## config.mk

```make
export PLATFORM = sky130hd
export DESIGN_NAME = blit_raster_op_pixel_unit_top
export DESIGN_NICKNAME = d
export VERILOG_FILES = /design/src/rtl/core/blit_rop_pkg.sv /design/src/rtl/core/blit_rop_cfg.sv /design/src/rtl/core/blit_rop_alu.sv /design/src/rtl/core/blit_raster_op_pixel_unit_top.sv
export SDC_FILE = /design/constraint.sdc
export NUM_CORES = 1
export LEC_CHECK = 0
export BUFFER_PORTS_ARGS = -buffer_cell sky130_fd_sc_hd__buf_2
export CORE_ASPECT_RATIO = 1.4
export CORE_MARGIN = 1.5
export CORE_UTILIZATION = 55
export CTS_BUF_LIST = sky130_fd_sc_hd__clkbuf_4
export DETAILED_ROUTE_END_ITERATION = 7
export PLACE_DENSITY = 0.77
export SYNTH_ARGS = -nofsm -noshare
export SYNTH_HDL_FRONTEND = slang
export SYNTH_HIERARCHICAL = 1
export SYNTH_SLANG_ARGS = --single-unit
```

## constraint.sdc

```tcl
create_clock -name clk -period 5.3 [get_ports clk]
set_input_delay 1.06 -clock clk [delete_from_list [all_inputs] [get_ports clk]]
set_output_delay 1.06 -clock clk [all_outputs]
set_load 0.01 [all_outputs]
```

## src/rtl/core/blit_rop_pkg.sv

```systemverilog
// shared types and constants for the rgb565 raster operation pixel unit
`timescale 1ns / 1ps
`default_nettype none
package blit_rop_pkg;

  localparam int unsigned PIXEL_W = 16;
  localparam int unsigned MODE_W  = 4;
  localparam int unsigned INDEX_W = 1;
  localparam int unsigned DATA_W  = 16;

  typedef logic [PIXEL_W-1:0] pixel_t;

  // configuration register indexes
  localparam logic [INDEX_W-1:0] REG_ROP_MODE   = 1'd0;
  localparam logic [INDEX_W-1:0] REG_KEY_COLOUR = 1'd1;

  typedef enum logic [MODE_W-1:0] {
    ROP_COPY     = 4'd0,
    ROP_TRANSP   = 4'd1,
    ROP_GRAY     = 4'd2,
    ROP_REVERSE  = 4'd3,
    ROP_OR       = 4'd4,
    ROP_XOR      = 4'd5,
    ROP_NOT      = 4'd6,
    ROP_MERGENOT = 4'd7,
    ROP_ANDNOT   = 4'd8,
    ROP_AND      = 4'd9
  } rop_mode_t;

  typedef struct packed {
    logic [MODE_W-1:0] rop_mode;
    pixel_t            key_colour;
  } rop_cfg_t;

  // luma = (60 r + 118 g + 22 b) / 25, the divide folded into the weights
  // as a multiply by ceil(2^17 / 25) and a shift; exact for sums up to 6200
  localparam int unsigned LUMA_W         = 25;
  localparam int unsigned LUMA_DIV_MUL   = 5243;
  localparam int unsigned LUMA_DIV_SHIFT = 17;
  localparam logic [LUMA_W-1:0] LUMA_R_K = LUMA_W'(60 * LUMA_DIV_MUL);
  localparam logic [LUMA_W-1:0] LUMA_G_K = LUMA_W'(118 * LUMA_DIV_MUL);
  localparam logic [LUMA_W-1:0] LUMA_B_K = LUMA_W'(22 * LUMA_DIV_MUL);

endpackage
`default_nettype wire

```

## src/rtl/core/blit_rop_cfg.sv

```systemverilog
// configuration registers: raster mode and transparent key colour
`timescale 1ns / 1ps
`default_nettype none
module blit_rop_cfg (
  input  wire                              clk,
  input  wire                              rst,
  input  wire                              cfg_we,
  input  wire [blit_rop_pkg::INDEX_W-1:0]  cfg_index,
  input  wire [blit_rop_pkg::DATA_W-1:0]   cfg_data,
  output blit_rop_pkg::rop_cfg_t           cfg
);
  import blit_rop_pkg::*;

  logic [MODE_W-1:0] rop_mode;
  pixel_t            key_colour;

  always_ff @(posedge clk) begin
    if (rst) begin
      rop_mode   <= '0;
      key_colour <= '0;
    end else if (cfg_we) begin
      case (cfg_index)
        REG_ROP_MODE:   rop_mode   <= cfg_data[MODE_W-1:0];
        REG_KEY_COLOUR: key_colour <= cfg_data[PIXEL_W-1:0];
        default: ;
      endcase
    end
  end

  assign cfg.rop_mode   = rop_mode;
  assign cfg.key_colour = key_colour;

endmodule
`default_nettype wire

```

## src/rtl/core/blit_rop_alu.sv

```systemverilog
// per-pixel combine logic: ten raster operations, key test and gray conversion
`timescale 1ns / 1ps
`default_nettype none
module blit_rop_alu (
  input  wire blit_rop_pkg::rop_cfg_t cfg,
  input  wire blit_rop_pkg::pixel_t   src,
  input  wire blit_rop_pkg::pixel_t   dst,
  output blit_rop_pkg::pixel_t        pixel,
  output logic                        we
);
  import blit_rop_pkg::*;

  logic              keyed;
  logic [4:0]        red;
  logic [4:0]        green;
  logic [4:0]        blue;
  logic [LUMA_W-1:0] luma_acc;
  logic [7:0]        luma;
  pixel_t            gray;

  assign keyed = (src == cfg.key_colour);

  // green takes the top five of its six bits
  assign red   = src[15:11];
  assign green = src[10:6];
  assign blue  = src[4:0];

  assign luma_acc = LUMA_W'(red) * LUMA_R_K + LUMA_W'(green) * LUMA_G_K
                  + LUMA_W'(blue) * LUMA_B_K;
  assign luma     = luma_acc[LUMA_DIV_SHIFT +: 8];
  assign gray     = {luma[7:3], luma[7:2], luma[7:3]};

  always_comb begin
    pixel = dst;
    we    = 1'b1;
    case (rop_mode_t'(cfg.rop_mode))
      ROP_COPY:     pixel = src;
      ROP_TRANSP:   if (keyed) we = 1'b0; else pixel = src;
      ROP_GRAY:     if (keyed) we = 1'b0; else pixel = gray;
      ROP_REVERSE:  if (keyed) we = 1'b0; else pixel = ~src;
      ROP_OR:       pixel = src | dst;
      ROP_XOR:      pixel = src ^ dst;
      ROP_NOT:      pixel = ~src;
      ROP_MERGENOT: pixel = ~src | dst;
      ROP_ANDNOT:   pixel = ~src & dst;
      ROP_AND:      pixel = src & dst;
      default:      we = 1'b0;
    endcase
  end

endmodule
`default_nettype wire

```

## src/rtl/core/blit_raster_op_pixel_unit_top.sv

```systemverilog
// top level of the rgb565 raster operation pixel unit
//
//  channel  | signals                               | transfer when
//  ---------+---------------------------------------+---------------------------
//  input    | in_valid, in_stall, src_pixel,        | in_valid && !in_stall
//           | dst_pixel                             |
//  output   | out_valid, out_stall, out_pixel,      | out_valid && !out_stall
//           | write_enable                          |
//  config   | cfg_we, cfg_index, cfg_data           | cfg_we
//
// one pixel per cycle sustained while the output is not stalled; a pixel
// passes the input register, then the result register holding the combine,
// before its output transfer
// synchronous reset empties both stages and clears mode and key to zero
// output stall holds the result register; the input stage takes pixels while
// it is empty or the result register is free or being drained
`timescale 1ns / 1ps
`default_nettype none
module blit_raster_op_pixel_unit_top (
  input  wire                              clk,
  input  wire                              rst,
  input  wire                              in_valid,
  output logic                             in_stall,
  input  wire [15:0]                       src_pixel,
  input  wire [15:0]                       dst_pixel,
  output logic                             out_valid,
  input  wire                              out_stall,
  output logic [15:0]                      out_pixel,
  output logic                             write_enable,
  input  wire                              cfg_we,
  input  wire [blit_rop_pkg::INDEX_W-1:0]  cfg_index,
  input  wire [blit_rop_pkg::DATA_W-1:0]   cfg_data
);
  import blit_rop_pkg::*;

  rop_cfg_t cfg;
  logic     in_full;
  pixel_t   src_q;
  pixel_t   dst_q;
  pixel_t   alu_pixel;
  logic     alu_we;
  logic     res_load;
  logic     in_load;

  blit_rop_cfg u_cfg (
    .clk       (clk),
    .rst       (rst),
    .cfg_we    (cfg_we),
    .cfg_index (cfg_index),
    .cfg_data  (cfg_data),
    .cfg       (cfg)
  );

  blit_rop_alu u_alu (
    .cfg   (cfg),
    .src   (src_q),
    .dst   (dst_q),
    .pixel (alu_pixel),
    .we    (alu_we)
  );

  // result register takes a new value when empty or being drained
  assign res_load = !out_valid || !out_stall;
  assign in_stall = in_full && !res_load;
  assign in_load  = in_valid && !in_stall;

  always_ff @(posedge clk) begin
    if (rst) begin
      in_full <= 1'b0;
    end else if (in_load) begin
      in_full <= 1'b1;
    end else if (res_load) begin
      in_full <= 1'b0;
    end
  end

  always_ff @(posedge clk) begin
    if (in_load) begin
      src_q <= src_pixel;
      dst_q <= dst_pixel;
    end
  end

  always_ff @(posedge clk) begin
    if (rst) begin
      out_valid <= 1'b0;
    end else if (res_load) begin
      out_valid <= in_full;
    end
  end

  always_ff @(posedge clk) begin
    if (res_load && in_full) begin
      out_pixel    <= alu_pixel;
      write_enable <= alu_we;
    end
  end

endmodule
`default_nettype wire

```

==> impl_metrics.py, run 1 <==
metrics = {
    "placed_design": {
        "globalplace.congestion": 0.925,
        "port_buffers": 72,
        "hpwl_mm": 16.9,
    },
    "route": {
        "drtAntennaViolNets": 0,
        "drt-wirelength-per-cell_um": 18.1,
        "drtIter0Drc": 377,
        "routed_via_density": 6.01,
        "firstDrtPassIters": 6,
        "vias": 7412,
        "drt-total-wl_mm": 22.4,
        "route.detailed.drc": 0,
    },
    "synth": {
        "yosysTopAreaCell": "ha_1",
        "synth_edf_count": 49,
        "synth-seq-cells": 71,
        "syn_inst": 901,
        "synth_top_family_by_area": "adder cells",
        "synth_compound_area_share_pct": 23.7,
        "synthArstFlopShare_pct": 0,
        "yosysSeqAreaShare_pct": 23.3,
        "synth.avg_cell_area_sq_um": 9.12,
        "synthMuxAreaShare_pct": 1.22,
        "yosys_warnings": 6,
        "synth_top_area_share_pct": 19.3,
        "syn_area_sq_um": 8210,
        "yosysMostFrequentCell": "ha_1",
        "synthTopCellsByCount": "ha_1 (127), a21oi_1 (77), inv_1 (69), o21ai_0 (54), edfxtp_1 (49)",
        "synth_xor_area_share_pct": 8.32,
        "syn_nets": 1115,
        "synthAdderAreaFrac_pct": 27.4,
        "yosysUniqueCellTypes": 64,
        "ys_top_cells_by_area": "ha_1 (19%), edfxtp_1 (18%), fa_1 (8.0%)",
        "synth_flop_cell": "edfxtp_1",
        "synth_simple_gate_area_share_pct": 9.90,
    },
    "min_path": {
        "min_path_cells": 2,
        "hold_end": "u_cfg/key_colour[0]",
        "hp-start": "u_cfg/key_colour[0]",
        "hold_class": "reg2reg",
    },
    "floorplanning": {
        "core-area_sq_um": 14500,
        "start_util_pct": 56.6,
        "die_w_um": 106,
        "rows": 52,
        "pin_count": 73,
        "die_area_sq_um": 15700,
        "dieHeight_um": 148,
    },
    "sta": {
        "setup_slack_ns": -0.405,
        "tightest_slew_ns": 1.21,
        "whs_ns": 0.501,
        "min_period_over_period_pct": 108,
        "fin_skew_ns": 0.0199,
        "fmax_mhz": 175,
        "final-setup-viol-count": 16,
        "slew_headroom_pct": 18.5,
        "rsz0062_at_grt": "true",
        "period_needed_ns": 5.71,
        "hold_viol": 0,
        "drv_slew": 0,
    },
    "job": {
        "drv_cap": 0,
    },
    "pwr": {
        "powerDensity_nw_per_um2": 375,
        "p_leak_uw": 0.00441,
        "vdd_drop_max_mv": 0.260,
    },
    "layout": {
        "syn_to_final_growth_pct": 20.4,
        "final_core_util_pct": 68.2,
        "drive_gt1_share_pct": 26.3,
        "layout.nets": 1253,
    },
    "clocking": {
        "htreeDepth": 3,
        "cts_tree": "yes",
        "cts_inserted_buffers": 9,
        "clkLatencyLatePin_ns": 0.43,
        "clk_pin_slew_ns": 0.14,
        "cts_buffer_depth": 2,
        "ctsHoldBuffers": 0,
        "cts.sinks": 71,
        "cts_root_buf": "clkbuf_4",
    },
    "worst_setup_path": {
        "worstPathRequired_ns": 5.58,
        "worstPathArrival_ns": 5.98,
        "worstPathCellList": "buf_6 > fa_1 > ha_1 > fa_1 > ha_4 > buf_6 > nand2_4 > o31a_1 > or2b_1 > a21oi_2 > xor2_2 > fa_1 > inv_1 > ha_2 > or3_1 > o211ai_1 > nand3_1 > a31oi_4 > buf_6 > o31ai_4 > xnor2_2 > o21ai_1 > a31oi_1",
        "worstPathBufferInverterCount": 4,
        "crit_path_start_kind": "register",
        "reg2reg_slack_ns": -0.41,
        "ff2ff_path_depth": 23,
        "cpPeakStageDelay_ns": 0.52,
        "path_delay_family": "adder cells",
        "crit_path_max_fanout": 4,
        "rr_endpoint": "out_pixel[15]",
        "cp-end-kind": "register",
        "r2r_start": "src_q[10]",
        "crit_start": "src_q[10]",
        "slowest_stage": "fa_1",
        "setup.worst_path.class": "reg2reg",
    },
    "global_route": {
        "overflow": 0,
        "antenna_found_initial": 1,
        "grt_max_degree": 43,
        "grt_pass1_vias": 7356,
        "grt_pass1_wl_mm": 35.2,
        "grt.total_usage_pct": 28.5,
    },
    "outcome": {
        "status": "finished with violations",
        "violations": "negative setup slack",
    },
}
[worst min-delay path, stage by stage, from the launching register on]
cell and delay (ns):
dfxtp_1 0.34, nand2b_1 0.07, mux2i_1 0.06
[cells in the final DEF, fill, tap and decap left out, types with 10 or more instances in the layout]
master,n
a21boi_0,13
a21o_1,17
a21oi_1,68
a21oi_2,18
a31oi_1,26
buf_2,72
buf_4,99
dfxtp_1,22
edfxtp_1,49
fa_1,32
ha_1,110
ha_4,13
inv_1,69
mux2i_1,10
nand2_1,33
nand2b_1,12
nand3_1,25
nor2_1,39
nor3_1,10
o21ai_0,47
o22ai_1,34
xnor2_1,44
xor2_1,29
[cell type report]
cell class,instances,area (sq um)
antenna,1,2.50
clock inverter,7,78.8
inverter,69,259
clock buffer,9,67.6
fill,1159,4620
multi-input combinational,711,6160
sequential,71,1910
tap,189,236
timing repair buffer,177,1170
[flip-flops by register name, summed over array words and instances, names as in the netlist]
register          flops
write_enable          1
out_valid             1
dst_q                16
out_pixel            16
u_cfg/rop_mode        4
src_q                16
u_cfg/key_colour     16
in_full               1
[logic make-up (layout without fill, tap and decap cells)]
logic type,count (synthesis),after routing
buffers and inverters,119,262
other,0,1
xor gates and xnor gates,78,78
DFF,71,71
AOI/OAI and AO/OA,300,300
adders and majority gates,160,160
muxes,10,10
and+or+nand+nor,163,163
[where the power goes]
| group | switching, uW | internal (uW) | total (uW) |
|---|---|---|---|
| Clock | 223 | 151 | 374 |
| Combinational | 1420 | 1240 | 2660 |
| Sequential | 31.1 | 648 | 679 |
| Total | 1680 | 2030 | 3710 |
[how the worst max path moves through the flow]
stage          cells after the start       endpoint  slack, ns
2_1_floorplan                     20  out_pixel[13]      0.001
3_3_place_gp                      20  out_pixel[13]      -0.23
3_5_place_dp                      22   out_pixel[7]      -0.34
4_1_cts                           21   out_pixel[4]      -0.26
5_1_grt                           23  out_pixel[10]      -0.63
6_report                          23  out_pixel[15]      -0.41
[per-layer routing]
metal  share of wire [%]  global-route usage (%)  vias to the layer above
li1                    -                       -                     3549
met1                  38                    32.6                     3482
met2                  52                    52.5                      313
met3                 5.1                    2.95                       68
met4                 4.4                    13.6                        0
met5                   0                       0                        -
[metrics by stage]
| stage | power [uW] | instance area (sq um) | instances | setup WS [ns] | setup TNS (ns) |
|---|---|---|---|---|---|
| floorplan | 2260 | 8290 | 901 | 0.00109 | 0 |
| global placement | 2890 | 9310 | 1200 | -0.233 | -3.19 |
| detailed placement | 2930 | 9310 | 1200 | -0.339 | -4.26 |
| CTS | 3450 | 9640 | 1228 | -0.262 | -3.26 |
| global route | 4000 | 9890 | 1234 | -0.628 | -8.70 |
| finish | 3710 | 9890 | 1234 | -0.405 | -5.24 |
[timing repair]
action / CTS / global route
resized for setup: 13 / 39
pin swaps: 9 / 36
gates cloned: 0 / 0
setup buffers: 12 / 5
setup endpoints to repair: 16 / 16
Power figures use the tool's default switching activity.
==> run 2, diff against run 1 <==
Settings changed: SYNTH_HIERARCHICAL 1 to unset.
==> run 2 against run 1 <==
Compared with the run above:
- the run still ends with negative setup slack left
- cell count grew 3.3%
- first-iteration DRC count shrank 15%
- routed wire length increased by 0.67%
- worst setup slack better by 0.16 ns
- critical path type unchanged
==> impl_metrics.py, run 2 <==
metrics = {
    "route": {
        "firstDrtPassIters": 5,
        "drt-wirelength-per-cell_um": 17.7,
        "route.detailed.drc": 0,
        "wl_met3_um": 755,
        "drtAntennaViolNets": 0,
        "route.met2.wl_mm": 11.6,
        "vias": 7456,
        "routed_via_density": 5.85,
        "top_layer_used": "met4",
        "wl_met1_mm": 8.71,
        "drtIter0Drc": 320,
        "drt-total-wl_mm": 22.5,
    },
    "sta": {
        "slew_headroom_pct": 23.9,
        "setup-tns-final_ns": -1.38,
        "fmax_mhz": 180,
        "rsz0062_at_grt": "true",
        "hold_viol": 0,
        "fin_skew_ns": 0.0306,
        "final-setup-viol-count": 12,
        "drv_slew": 0,
        "setup_slack_ns": -0.248,
        "tightest_slew_ns": 1.14,
        "period_needed_ns": 5.55,
        "min_period_over_period_pct": 105,
    },
    "synth": {
        "synthArstFlopShare_pct": 0,
        "syn_inst": 913,
        "yosysMostFrequentCell": "ha_1",
        "yosysUniqueCellTypes": 61,
        "synth_flop_cell": "edfxtp_1",
        "synth.avg_cell_area_sq_um": 8.97,
        "yosysSeqAreaShare_pct": 23.3,
        "syn_area_sq_um": 8190,
        "synth_edf_count": 49,
        "synth_top_area_share_pct": 19.7,
        "synthTopCellsByCount": "ha_1 (129), nand2_1 (85), a21oi_1 (84), inv_1 (59), o21ai_0 (54)",
        "syn_nets": 1127,
        "yosysTopAreaCell": "ha_1",
        "yosys_warnings": 0,
        "ys_top_cells_by_area": "ha_1 (20%), edfxtp_1 (18%), fa_1 (7.6%)",
        "synth-seq-cells": 71,
    },
    "placed_design": {
        "dp_cells": 1245,
        "globalplace.congestion": 0.976,
        "port_buffers": 72,
        "hpwl_mm": 17.5,
        "place_ws_ns": -0.291,
    },
    "floorplanning": {
        "die_w_um": 106,
        "core-area_sq_um": 14500,
        "dieHeight_um": 147,
        "rows": 52,
        "start_util_pct": 56.5,
        "die_area_sq_um": 15700,
        "pin_count": 73,
    },
    "outcome": {
        "status": "finished with violations",
        "violations": "negative setup slack",
    },
    "job": {
        "drv_cap": 0,
    },
    "global_route": {
        "grt_pass1_wl_mm": 35.6,
        "overflow": 0,
        "grt_pass1_vias": 7339,
        "antenna_found_initial": 2,
        "grt.total_usage_pct": 28.8,
        "grt_max_degree": 43,
    },
    "clocking": {
        "ctsHoldBuffers": 0,
        "clkLatencyLatePin_ns": 0.46,
        "cts_tree": "yes",
        "cts_buffer_depth": 2,
        "clk_pin_slew_ns": 0.15,
        "htreeDepth": 3,
        "cts_root_buf": "clkbuf_4",
        "cts.sinks": 71,
        "cts_inserted_buffers": 9,
    },
    "layout": {
        "final_common_cell": "buf_4",
        "final_cell_mix": "buf_4 (121), ha_1 (106), nand2_1 (83)",
        "area.sequential_sq_um": 1910,
        "multi_input_area_sq_um": 6340,
        "instances_no_fill": 1275,
        "fillerInstances": 1072,
        "final_core_util_pct": 69.9,
        "syn_to_final_growth_pct": 23.8,
        "drive_gt1_share_pct": 27.3,
        "layout.nets": 1293,
    },
    "pwr": {
        "p_leak_uw": 0.00465,
        "powerDensity_nw_per_um2": 372,
        "vdd_drop_max_mv": 0.304,
        "power_uw": 3770,
    },
    "worst_setup_path": {
        "worstPathBufferInverterCount": 4,
        "cpPeakStageDelay_ns": 0.52,
        "crit_path_start_kind": "register",
        "setup.worst_path.class": "reg2reg",
        "worstPathCellList": "buf_4 > ha_4 > inv_1 > fa_1 > inv_1 > ha_2 > a21o_1 > a21oi_2 > o21ai_1 > o211a_1 > o22ai_2 > o21bai_1 > a21oi_1 > xor2_1 > fa_1 > inv_1 > ha_1 > and4_4 > a211oi_2 > o21ai_2 > a2111o_1 > a31oi_4 > mux2_4 > nor3b_2",
        "worstPathArrival_ns": 5.74,
        "crit_path_max_fanout": 5,
        "reg2reg_slack_ns": -0.25,
        "path_delay_family": "compound AO/OA/AOI/OAI gates",
        "slowest_stage": "fa_1",
        "crit_top_cell": "inv_1",
        "worstPathRequired_ns": 5.50,
        "cp-end-kind": "register",
    },
    "min_path": {
        "hold_class": "reg2reg",
    },
}
## run 2: cell types whose count changed in the layout (fill, tap and decap cells not counted), moves of 7 or more
cell,previous run,this run
a21oi_2,18,11
a21boi_0,13,3
o21ai_1,5,15
nand2b_1,12,28
a22o_1,1,13
xor2_1,29,48
nand2_1,33,83
buf_4,99,121
inv_1,69,58
o21ai_0,47,37
a31oi_1,26,6
a21bo_1,8,0
o22ai_1,34,17
## run 2: metrics by stage
stage / hold WS (ns) / area, sq um
6_report: 0.478 / 10100
5_1_grt: 0.504 / 10100
4_1_cts: 0.479 / 10000
3_5_place_dp: 0.460 / 9670
3_3_place_gp: 0.455 / 9670
2_1_floorplan: 0.442 / 8410
## run 2: tightest hold or removal path, cell delays in order (launching register included)
cell and delay (ns):
dfxtp_1 0.34, nand2_1 0.05, a21oi_1 0.05
## run 2: timing repair
action | 4_1_cts | 5_1_grt
buffers inserted | 8 | 5
setup endpoints to repair | 12 | 16
pin swaps | 19 | 16
resized for setup | 24 | 26
## run 2: cell families (layout without fill, tap and decap cells)
group	after synthesis	count (layout)	synth area share [%]
adder cells (fa/ha/maj)	160	160	27.3
other	0	2	0
XOR/XNOR	94	94	10.0
AO/OA/AOI/OAI	260	260	20.5
AND/OR/NAND/NOR	222	222	13.1
flip-flops	71	71	23.3
buffers and inverters	99	270	4.84
multiplexers	7	7	0.901
## run 2: worst paths after layout
check | startpoint | endpoint | cells after the start
max | src_q[15] | out_pixel[15] | 24
min | u_cfg.key_colour[4] | u_cfg.key_colour[4] | 2
max reg2reg | src_q[15] | out_pixel[15] | 24
min reg2reg | u_cfg.key_colour[4] | u_cfg.key_colour[4] | 2
## run 2: final cells by class
cell class,instances,share of cell area (%)
Multi-Input combinational cell,743,62.5
Sequential cell,71,18.8
Timing Repair Buffer,195,12.7
Tap cell,189,2.33
Inverter,59,2.18
Clock buffer,10,0.740
Clock inverter,6,0.666
Antenna cell,2,0.0493
## run 2: report_power, final
part,switching (uW),leakage [uW],total (uW),internal (uW)
Combinational,1420,0.00392,2720,1310
Sequential,28.1,0.000650,671,642
Clock,225,0.0000813,377,152
Total,1670,0.00465,3770,2100
## run 2: metal layers
metal,global-route usage (%),vias to the layer above
li1,-,3623
met1,32.1,3505
met2,52.0,244
met3,2.82,84
met4,17.7,0
met5,0,-
